--- src/hw/rtl/rdc_pkg.sv ---
// ----------------------------------------------------------------------------
// rdc_pkg: recovery deploy controller package
// Shared widths, flag positions, register codes and status types.
// ----------------------------------------------------------------------------
`default_nettype none

package rdc_pkg;

  localparam int SET_SIZE_DEF = 32;
  localparam int SAMPLE_W     = 24;
  localparam int GROUND_W     = 29;
  localparam int HEIGHT_W     = 24;
  localparam int FLAGS_W      = 7;
  localparam int CFG_IDX_W    = 1;
  localparam int CFG_DATA_W   = 29;

  localparam logic [HEIGHT_W-1:0] DEPLOY_HEIGHT_RST = 24'd98937;

  // status flag bit positions
  localparam int FLG_LAUNCHED  = 0;
  localparam int FLG_ALLOWED   = 1;
  localparam int FLG_APOGEE    = 2;
  localparam int FLG_TIMER     = 3;
  localparam int FLG_STAGE1    = 4;
  localparam int FLG_THRESHOLD = 5;
  localparam int FLG_STAGE2    = 6;

  // flags that only reset clears
  localparam logic [FLAGS_W-1:0] STICKY_MASK = 7'b010_1111;

  typedef enum logic [CFG_IDX_W-1:0] {
    CFG_GROUND_SUM = 1'b0,
    CFG_DEPLOY_HGT = 1'b1
  } cfg_reg_t;

  typedef struct packed {
    logic closed;   // this sample closes a set
    logic rising;   // closed set sum above the previous one
  } accum_status_t;

endpackage : rdc_pkg

`default_nettype wire

--- src/hw/rtl/rdc_accum.sv ---
// ----------------------------------------------------------------------------
// rdc_accum: sample set accumulator
// Sums samples in sets, keeps the last closed set and flags a rising sum.
// ----------------------------------------------------------------------------
`default_nettype none

module rdc_accum
  import rdc_pkg::*;
#(
  parameter int SET_SIZE = SET_SIZE_DEF
) (
  input  wire logic                clk,
  input  wire logic                rst_n,
  input  wire logic                accept,
  input  wire logic [SAMPLE_W-1:0] sample,
  output accum_status_t            status
);

  localparam int CNT_W = $clog2(SET_SIZE);
  localparam int SUM_W = SAMPLE_W + CNT_W;
  localparam logic [CNT_W-1:0] CNT_LAST = CNT_W'(SET_SIZE - 1);

  logic [CNT_W-1:0] count_r, count_nxt;
  logic [SUM_W-1:0] sum_r, sum_nxt;
  logic [SUM_W-1:0] prev_r, prev_nxt;
  logic             have_prev_r, have_prev_nxt;
  logic [SUM_W-1:0] sum_add;

  assign sum_add       = sum_r + SUM_W'(sample);
  assign status.closed = (count_r == CNT_LAST);
  assign status.rising = have_prev_r && (sum_add > prev_r);

  always_comb begin
    count_nxt     = count_r;
    sum_nxt       = sum_r;
    prev_nxt      = prev_r;
    have_prev_nxt = have_prev_r;
    if (accept) begin
      if (status.closed) begin
        count_nxt     = '0;
        sum_nxt       = '0;
        prev_nxt      = sum_add;
        have_prev_nxt = 1'b1;
      end else begin
        count_nxt = count_r + CNT_W'(1);
        sum_nxt   = sum_add;
      end
    end
  end

  always_ff @(posedge clk) begin
    if (!rst_n) begin
      count_r     <= '0;
      sum_r       <= '0;
      prev_r      <= '0;
      have_prev_r <= 1'b0;
    end else begin
      count_r     <= count_nxt;
      sum_r       <= sum_nxt;
      prev_r      <= prev_nxt;
      have_prev_r <= have_prev_nxt;
    end
  end

endmodule : rdc_accum

`default_nettype wire

--- src/hw/rtl/rdc_flags.sv ---
// ----------------------------------------------------------------------------
// rdc_flags: flight flag logic
// Updates sticky event flags, apogee, threshold and stage enables per sample.
// ----------------------------------------------------------------------------
`default_nettype none

module rdc_flags
  import rdc_pkg::*;
#(
  parameter int SET_SIZE = SET_SIZE_DEF
) (
  input  wire logic                clk,
  input  wire logic                rst_n,
  input  wire logic                accept,
  input  wire logic [SAMPLE_W-1:0] sample,
  input  wire logic                launch_event,
  input  wire logic                allow_event,
  input  wire logic                timer_event,
  input  wire logic [GROUND_W-1:0] ground_sum,
  input  wire logic [HEIGHT_W-1:0] deploy_height,
  input  accum_status_t            status,
  output logic [FLAGS_W-1:0]       flags_nxt,
  output logic [FLAGS_W-1:0]       flags_r
);

  localparam int MUL_W = $clog2(SET_SIZE + 1);
  localparam int ADD_W = SAMPLE_W + 1;
  localparam int BND_W = ADD_W + MUL_W;
  localparam int CMP_W = (BND_W > GROUND_W) ? BND_W : GROUND_W;

  logic [ADD_W-1:0]   height_add;
  logic [BND_W-1:0]   bound;
  logic               below;
  logic [FLAGS_W-1:0] f;

  assign height_add = ADD_W'(sample) + ADD_W'(deploy_height);
  assign bound      = BND_W'(height_add) * BND_W'(SET_SIZE);
  assign below      = CMP_W'(ground_sum) < CMP_W'(bound);

  always_comb begin
    f = flags_r;
    f[FLG_LAUNCHED] = f[FLG_LAUNCHED] | launch_event;
    f[FLG_ALLOWED]  = f[FLG_ALLOWED]  | allow_event;
    f[FLG_TIMER]    = f[FLG_TIMER]    | timer_event;
    if (status.closed && status.rising && f[FLG_ALLOWED]) begin
      f[FLG_APOGEE] = 1'b1;
    end
    f[FLG_STAGE1] = f[FLG_LAUNCHED] && f[FLG_ALLOWED] && (f[FLG_APOGEE] || f[FLG_TIMER]);
    if (status.closed && f[FLG_STAGE1] && below) begin
      f[FLG_THRESHOLD] = 1'b1;
    end
    f[FLG_STAGE2] = f[FLG_STAGE1] && f[FLG_THRESHOLD];
    flags_nxt = f;
  end

  always_ff @(posedge clk) begin
    if (!rst_n) begin
      flags_r <= '0;
    end else if (accept) begin
      flags_r <= flags_nxt;
    end
  end

endmodule : rdc_flags

`default_nettype wire

--- src/hw/rtl/rdc_out_reg.sv ---
// ----------------------------------------------------------------------------
// rdc_out_reg: result register
// Holds one result beat until the downstream side takes it.
// ----------------------------------------------------------------------------
`default_nettype none

module rdc_out_reg
  import rdc_pkg::*;
(
  input  wire logic               clk,
  input  wire logic               rst_n,
  input  wire logic               load,
  input  wire logic [FLAGS_W-1:0] flags,
  input  wire logic               closed,
  input  wire logic               out_tready,
  output logic                    out_tvalid,
  output logic [7:0]              out_tdata,
  output logic                    out_tlast,
  output logic                    free
);

  logic               valid_r, valid_nxt;
  logic [FLAGS_W-1:0] flags_r;
  logic               last_r;

  assign free      = !valid_r || out_tready;
  assign valid_nxt = load || (valid_r && !out_tready);

  always_ff @(posedge clk) begin
    if (!rst_n) begin
      valid_r <= 1'b0;
    end else begin
      valid_r <= valid_nxt;
    end
  end

  always_ff @(posedge clk) begin
    if (load) begin
      flags_r <= flags;
      last_r  <= closed;
    end
  end

  assign out_tvalid = valid_r;
  assign out_tdata  = {1'b0, flags_r};
  assign out_tlast  = last_r;

endmodule : rdc_out_reg

`default_nettype wire

--- src/hw/rtl/recovery_deploy_controller_core.sv ---
// ----------------------------------------------------------------------------
// recovery_deploy_controller_core: recovery deploy controller
// Sums barometer samples in sets, tracks apogee and the deploy stage flags.
// ----------------------------------------------------------------------------
//
//  channel | dir | payload                                     | handshake
//  --------+-----+---------------------------------------------+-----------------
//  in_     | in  | tdata: pressure_raw; tuser: launch,allow,tmr | in_tvalid/tready
//  out_    | out | tdata: status_flags; tlast: set_complete     | out_tvalid/tready
//  cfg_    | in  | index + data, 0 ground sum, 1 deploy height  | cfg_valid/ready
//
//  One sample per cycle while the result register is free; the result beat
//  appears in the cycle after its sample beat is taken. The set logic is a
//  single add/compare and the threshold test an add, one constant multiply
//  and a compare, both between input and result. Synchronous active-low reset
//  clears counters, sums and all flags and loads the default deploy height.
//  A stalled result holds in the output register; a new sample is taken in
//  the same cycle the held beat leaves. Configuration writes are always taken.
// ----------------------------------------------------------------------------
`default_nettype none

module recovery_deploy_controller_core
  import rdc_pkg::*;
#(
  parameter int SET_SIZE = SET_SIZE_DEF
) (
  input  wire logic                  clk,
  input  wire logic                  rst_n,
  // in_tdata[23:0] pressure_raw
  input  wire logic [SAMPLE_W-1:0]   in_tdata,
  // in_tuser[0] launch_event, [1] allow_event, [2] timer_event
  input  wire logic [2:0]            in_tuser,
  input  wire logic                  in_tvalid,
  output logic                       in_tready,
  // out_tdata[6:0] status_flags, [7] zero
  output logic [7:0]                 out_tdata,
  output logic                       out_tlast,
  output logic                       out_tvalid,
  input  wire logic                  out_tready,
  input  wire logic                  cfg_valid,
  output logic                       cfg_ready,
  input  wire logic [CFG_IDX_W-1:0]  cfg_index,
  input  wire logic [CFG_DATA_W-1:0] cfg_data
);

  logic                accept;
  logic                free;
  accum_status_t       status;
  logic [FLAGS_W-1:0]  flags_nxt;
  logic [FLAGS_W-1:0]  flags_r;
  logic [GROUND_W-1:0] ground_sum_r;
  logic [HEIGHT_W-1:0] deploy_height_r;

  // Take a sample whenever the result register is empty or draining.
  assign in_tready = free;
  assign accept    = in_tvalid && in_tready;
  assign cfg_ready = 1'b1;

  // Configuration registers: decode the index and load the selected register.
  always_ff @(posedge clk) begin
    if (!rst_n) begin
      ground_sum_r    <= '0;
      deploy_height_r <= DEPLOY_HEIGHT_RST;
    end else if (cfg_valid && cfg_ready) begin
      unique case (cfg_reg_t'(cfg_index))
        CFG_GROUND_SUM: ground_sum_r    <= cfg_data[GROUND_W-1:0];
        CFG_DEPLOY_HGT: deploy_height_r <= cfg_data[HEIGHT_W-1:0];
        default: ;
      endcase
    end
  end

  // Set accumulator: sample count, running and previous sums.
  rdc_accum #(
    .SET_SIZE (SET_SIZE)
  ) u_accum (
    .clk    (clk),
    .rst_n  (rst_n),
    .accept (accept),
    .sample (in_tdata),
    .status (status)
  );

  // Flag logic: sticky events, apogee, stage one, threshold, stage two.
  rdc_flags #(
    .SET_SIZE (SET_SIZE)
  ) u_flags (
    .clk           (clk),
    .rst_n         (rst_n),
    .accept        (accept),
    .sample        (in_tdata),
    .launch_event  (in_tuser[0]),
    .allow_event   (in_tuser[1]),
    .timer_event   (in_tuser[2]),
    .ground_sum    (ground_sum_r),
    .deploy_height (deploy_height_r),
    .status        (status),
    .flags_nxt     (flags_nxt),
    .flags_r       (flags_r)
  );

  // Result register: holds the beat across downstream stalls.
  rdc_out_reg u_out (
    .clk        (clk),
    .rst_n      (rst_n),
    .load       (accept),
    .flags      (flags_nxt),
    .closed     (status.closed),
    .out_tready (out_tready),
    .out_tvalid (out_tvalid),
    .out_tdata  (out_tdata),
    .out_tlast  (out_tlast),
    .free       (free)
  );

  // Sticky flags never drop once set.
  a_sticky: assert property (@(posedge clk) disable iff (!rst_n)
    1'b1 |=> ((flags_r & $past(flags_r) & STICKY_MASK) == ($past(flags_r) & STICKY_MASK)))
    else $error("sticky flag cleared");

  // Stage two never shows without stage one.
  a_stage2: assert property (@(posedge clk) disable iff (!rst_n)
    out_tvalid |-> (!out_tdata[FLG_STAGE2] || out_tdata[FLG_STAGE1]))
    else $error("stage two without stage one");

  // Stage one needs launched and allowed.
  a_stage1: assert property (@(posedge clk) disable iff (!rst_n)
    out_tvalid |-> (!out_tdata[FLG_STAGE1] ||
                    (out_tdata[FLG_LAUNCHED] && out_tdata[FLG_ALLOWED])))
    else $error("stage one without launch and allow");

  // No sample is taken while a held result is stalled.
  a_no_overrun: assert property (@(posedge clk) disable iff (!rst_n)
    (out_tvalid && !out_tready) |-> !accept)
    else $error("sample taken over a stalled result");

  // The shown flags are the registered flag state.
  a_flags_match: assert property (@(posedge clk) disable iff (!rst_n)
    accept |=> (out_tdata[FLAGS_W-1:0] == flags_r))
    else $error("result flags differ from flag state");

endmodule : recovery_deploy_controller_core

`default_nettype wire
--- config.mk ---
export PLATFORM = sky130hd
export DESIGN_NAME = recovery_deploy_controller_core
export DESIGN_NICKNAME = d
export VERILOG_FILES = /design/src/hw/rtl/rdc_pkg.sv /design/src/hw/rtl/rdc_accum.sv /design/src/hw/rtl/rdc_flags.sv /design/src/hw/rtl/rdc_out_reg.sv /design/src/hw/rtl/recovery_deploy_controller_core.sv
export SDC_FILE = /design/constraint.sdc
export NUM_CORES = 1
export LEC_CHECK = 0
export BUFFER_PORTS_ARGS = -buffer_cell sky130_fd_sc_hd__buf_2
export CAP_MARGIN = 20
export CORE_ASPECT_RATIO = 1.75
export CORE_UTILIZATION = 55
export DETAILED_ROUTE_END_ITERATION = 6
export PLACE_DENSITY = 0.78
export SYNTH_ARGS = -nofsm -noshare
export SYNTH_HDL_FRONTEND = slang
export SYNTH_SLANG_ARGS = --single-unit
--- constraint.sdc ---
create_clock -name clk -period 4.6 [get_ports clk]
set_input_delay 0.92 -clock clk [delete_from_list [all_inputs] [get_ports clk]]
set_output_delay 0.92 -clock clk [all_outputs]
set_load 0.02 [all_outputs]
Word-level counts from Yosys, hierarchy flattened
Index checks and enable logic that the tools add are counted.
W data, S select, Z words.
Storage, ports and cells
  output and inout port bits: 12
  logic and storage cells: 42
  flip-flop bits (word level): 132
Cells by class
  add/subtract/negate cells: 3
  equality and inequality tests: 1
  magnitude comparators: 2
  muxes and demuxes: 4
  bitwise logic cells: 4
  reduce and logical (&&, ||, !) cells: 18
Operators with widths (count)
  $lt A29 B30 Y1: 1
  $add A29 B24 Y29: 1
  $gt A29 B29 Y1: 1
  $mux W29: 1
  $add A24 B24 Y25: 1
  $logic_and A1 B1 Y1: 10
  $reduce_and A2 Y1: 3
  $add A5 B1 Y5 const B: 1
  $eq A5 B5 Y1 const B: 1
  $mux W5: 1
  $logic_or A1 B1 Y1: 3
  $or A1 B1 Y1: 3
  $logic_not A1 Y1: 2
  $mux W1: 2
  $not A1 Y1: 1

Longest topological paths before layout
  word-level depth: 12
  mapped depth: 18
  mapped depth without buffers: 18

Modules after synthesis
From an unflattened synthesis, not the netlist that was laid out.
Second synthesis, totals
  cell total of the unflattened synthesis: 1018
  area, all modules: 8963.6 um^2
Modules (own cells, without submodules)
  rdc_accum: area each 4459.3 um^2, cells each 521, instances 1
  rdc_flags: area each 2108.3 um^2, cells each 265, instances 1
  recovery_deploy_controller_core: area each 2095.8 um^2, cells each 218, instances 1
  rdc_out_reg: area each 300.3 um^2, cells each 14, instances 1

Worst setup path after synthesis
No wires, ideal clock.
  kind: in2reg
  start: input in_tdata[0]
  end: register u_out.flags_r[6], data pin
  arrival: 4.722 ns
  library setup time: 0.131 ns
  setup slack: -0.254 ns
  cell stages on the path: 18
  cell sequence: ha_1 fa_1 a21o_1 a221oi_2 o21ai_2 o21a_1 a41oi_2 nor4bb_1 a311o_1 ha_1 nand2_1 nor4_1 nor3b_1 o41a_1 o21ai_0 a221o_1 a31oi_1 and2_1
On the way
  cells in the longest elaborated chain, start to end: 12
Ends and longest elaborated chain
  from (decl): RTL line recovery_deploy_controller_core.sv:30  | input wire logic [SAMPLE_W-1:0] in_tdata,
  $add A29 B24 Y29: RTL line rdc_accum.sv:29  | assign sum_add = sum_r + SUM_W'(sample);
  via u_accum.sum_add[22]: RTL line rdc_accum.sv:27  | logic [SUM_W-1:0] sum_add;
  $gt A29 B29 Y1: RTL line rdc_accum.sv:31  | assign status.rising = have_prev_r && (sum_add > prev_r);
  $logic_and A1 B1 Y1: RTL line rdc_accum.sv:31
  $logic_and A1 B1 Y1 (2 in series): RTL line rdc_flags.sv:45  | if (status.closed && status.rising && f[FLG_ALLOWED]) begin
  $mux W1: RTL line rdc_flags.sv:45
  $logic_or A1 B1 Y1: RTL line rdc_flags.sv:48  | f[FLG_STAGE1] = f[FLG_LAUNCHED] && f[FLG_ALLOWED] && (f[FLG_APOGEE] || f[FLG_TIMER]);
  $logic_and A1 B1 Y1: RTL line rdc_flags.sv:48
  $logic_and A1 B1 Y1 (2 in series): RTL line rdc_flags.sv:49  | if (status.closed && f[FLG_STAGE1] && below) begin
  $mux W1: RTL line rdc_flags.sv:49
  via flags_nxt[5]: RTL line recovery_deploy_controller_core.sv:49  | logic [FLAGS_W-1:0] flags_nxt;
  $logic_and A1 B1 Y1: RTL line rdc_flags.sv:52  | f[FLG_STAGE2] = f[FLG_STAGE1] && f[FLG_THRESHOLD];
  via flags_nxt[6]: RTL line recovery_deploy_controller_core.sv:49
  to (signal assigned): RTL line rdc_out_reg.sv:39  | flags_r <= flags;
  to (decl): RTL line rdc_out_reg.sv:23  | logic [FLAGS_W-1:0] flags_r;
The timed path passes the listed nets, and every way through them passes these cells.
A chain may end at the register's enable or synchronous reset.

Worst setup path after layout
Ends and elaborated chain as after synthesis.

==> impl_metrics.csv <==
group,metric,value,unit
run_status,status,"finished clean",
placed_design,dp_cells,1306,
global_routing,gr-usage-all-layers,31.1,%
worst_setup_path,path_buf_inv,2,
cts,htreeDepth,4,
timing,setup_viol,0,
global_routing,antenna_found_initial,0,
worst_setup_path,crit_type,"input pin to register",
synthesis,yosysTopAreaCell,"dfxtp_1",
cts,clock_sinks,126,
worst_setup_path,path_cells,"buf_8, ha_4, fa_2, a21o_1, a221oi_4, o21ai_2, o211ai_1, a21oi_2, buf_4, o211ai_1, xnor2_1, ha_1, nand4_1, nor4_2, nor3b_2, o41a_1, o21ai_2, a221o_1, a31oi_2, and2_1",
cts,cts_tree,"yes",
layout,final_cells,1345,
routing,ant_nets,0,
synthesis,synth_ff_type,"dfxtp_1",
global_routing,overflow,0,
worst_setup_path,critPathTopFamily,"compound AO/OA/AOI/OAI gates",
global_routing,first_global_vias,7979,
power,leakage,4.70,nW
die,die_h,161,um
power,p_seq_share,30.6,%
synthesis,synth_commonest_cells,"147 x nand2_1, 120 x a21oi_1, 118 x dfxtp_1",
die,io_pins,74,
placed_design,hpwl,16.5,mm
synthesis,yosysTopAreaCellShare,29.7,%
timing,slew-limit-headroom,26.8,%
synthesis,seq_area_frac_synth,32.7,%
cts,cts_buffer_depth,2,
power,clock_power_share,39.1,%
die,core-area,14000,sq um
routing,via_count,7854,
global_routing,grt_pass1_wl,36.6,mm
die,start_util,56.9,%
routing,avgViaCountPerCell,5.84,
timing,rsz0062_at_grt,"yes",
timing,finalMaxSlewViolations,0,
worst_setup_path,critical_path.slowest_cell,"fa_2",
synthesis,syn_area_per_cell,8.24,sq um
timing,worst_pin_slew,1.09,ns
cts,cts-root-buf,"clkbuf_16",
layout,nNetsFinal,1321,
power,p_int,0.00271,W
synthesis,ys_seq_elements,126,
layout,fillCellCount,1071,
routing,totalWireLength,22.5,mm
synthesis,yosysWarnings,0,
flow_run,max_cap_violations,0,
synthesis,async_flop_share,0,%
power,sw_frac_of_total,30.7,%
synthesis,yosysMostFrequentCell,"nand2_1",
layout,multi_input_area,5100,sq um
synthesis,synth_edf_count,8,
placed_design,gp_routability_congestion,0.954,
cts,clk_latency,0.43,ns
timing,fin_crit,4.59,ns
synthesis,synth_area_leaders,"dfxtp_1 30%, ha_1 16%, a21oi_1 7.6%",
worst_setup_path,worstPathRequired,4.90,ns
power,total_power,0.00391,W
synthesis,synth_fp_nets,1131,
worst_setup_path,worstPathMaxFanout,4,
die,dieArea,15000,sq um
cts,cts_buffers,17,
die,fp.dieW,92.9,um
worst_setup_path,cp-end-kind,"register",
layout,n_antenna_cell,0,
layout,area.sequential,2600,sq um
power,p_comb_share,30.3,%
timing,finalHoldViolCount,0,
timing,clock_skew,0.0135,ns
global_routing,grt_max_degree,71,
layout,drive_gt1_share,22.9,%
placed_design,numPortBuffers,71,
routing,drc,0,
routing,drt_iter0_markers,388,
power,powerDensity,383,nW/um^2
synthesis,ys_types,62,
routing,post_drt_wl_per_cell,16.7,um
worst_setup_path,slowest_delay,0.35,ns
die,row_count,57,
power,ir_drop,0.000249,V
synthesis,synth_cells,965,
power,p_sw,0.00120,W
min_path,worstHoldPathType,"register to register",
cts,clk_pin_slew,0.06,ns
routing,first_pass_iters,5,
layout,area_growth,28.3,%
worst_setup_path,critical_path_arrival,4.89,ns
layout,post-route-cell-area,10200,sq um
placed_design,detailed_place.area,9390,sq um
timing,fin_crit_sh,99.8,%
synthesis,syn_area,7950,sq um
timing,fmax,0.218,GHz
worst_setup_path,start_kind,"input pin",
cts,holdBufCountCts,0,
cells by family after synthesis:
logic type	synth area share (%)
and+or+nand+nor	17.7
AOI/OAI and AO/OA	23.5
DFF	32.7
adders and majority gates	16.6
buffers and inverters	4.31
xor gates and xnor gates	5.18
other	0.0944
tightest hold or removal path, delay by kind of cell (launching register included):
kind / cells / cell delay, ns
AO/OA/AOI/OAI: 1 / 0.05
flip-flops: 1 / 0.31
AND/OR/NAND/NOR: 1 / 0.05
power groups by stage:
stage | combinational [W] | sequential, W | clock [W]
3_3_place_gp | 0.00111 | 0.00122 | 0
6_report | 0.00118 | 0.00120 | 0.00153
5_1_grt | 0.00131 | 0.00120 | 0.00158
3_5_place_dp | 0.00113 | 0.00122 | 0
4_1_cts | 0.00116 | 0.00119 | 0.00153
2_1_floorplan | 0.000675 | 0.00121 | 0
path summary, 6_finish.rpt:
check / endpoint / slack (ns) / from / depth (start not counted)
hold / removal: ground_sum_r[5] / 0.46 / ground_sum_r[5] / 2
setup / recovery: u_out.flags_r[6] / 0.008 / in_tdata[0] / 20
hold reg to reg: ground_sum_r[5] / 0.46 / ground_sum_r[5] / 2
setup reg to reg: u_out.flags_r[6] / 0.26 / u_accum.sum_r[0] / 19
cell type report:
class	count	area share, %
sequential	126	25.5
clock buffer	21	4.83
multi-input combinational	750	50.0
clock inverter	11	1.75
inverter	48	1.77
timing repair buffer	212	14.0
tap	177	2.17
layout by cell type, fill, tap and decap left out, types with 12 or more instances in the layout:
cell / synthesis / layout
a22oi_1: 13 / 13
a21o_1: 23 / 23
buf_4: 2 / 140
xnor2_1: 31 / 31
nor2_1: 49 / 49
and3_1: 15 / 15
ha_1: 102 / 101
nand2_1: 147 / 147
o21ai_0: 40 / 37
nand3_1: 24 / 24
inv_1: 46 / 46
nand4_1: 12 / 12
a22o_1: 24 / 24
dfxtp_1: 118 / 118
xor2_1: 16 / 16
clkbuf_16: 0 / 19
buf_2: 1 / 70
a21oi_1: 120 / 117
per-layer routing:
metal	global-route usage (%)	vias to the layer above	share of wire, %
met5	0	-	0
met4	19.9	0	5.1
met3	4.99	79	3.7
met2	57.2	220	53
met1	31.7	3703	38
li1	-	3852	-
registers in the layout (all words and copies together), names as in the netlist:
| register | cells |
|---|---|
| deploy_height_r | 24 |
| ground_sum_r | 24 |
| u_accum.count_r | 5 |
| u_accum.have_prev_r | 1 |
| u_accum.prev_r | 29 |
| u_accum.sum_r | 29 |
| u_flags.flags_r | 5 |
| u_out.flags_r | 7 |
| u_out.out_tlast | 1 |
| u_out.out_tvalid | 1 |
repair_timing:
| item | in CTS | in global routing |
|---|---|---|
| pin swaps | 3 | 2 |
| gates cloned | 0 | 0 |
| endpoints found under the setup margin | 3 | 6 |
| resized for setup | 8 | 13 |
| setup buffers | 3 | 4 |
metrics by stage:
stage / setup TNS, ns / worst slack, ns / hold WS (ns) / util (%)
CTS: -0.00834 / -0.00834 / 0.461 / 72.4
finish: 0 / 0.00797 / 0.455 / 73.0
global route: -0.657 / -0.257 / 0.482 / 73.0
detailed placement: -2.76 / -0.657 / 0.447 / 67.2
global placement: -2.46 / -0.625 / 0.434 / 67.1
floorplan: 0 / 0.00375 / 0.425 / -
Power figures use the tool's default switching activity.
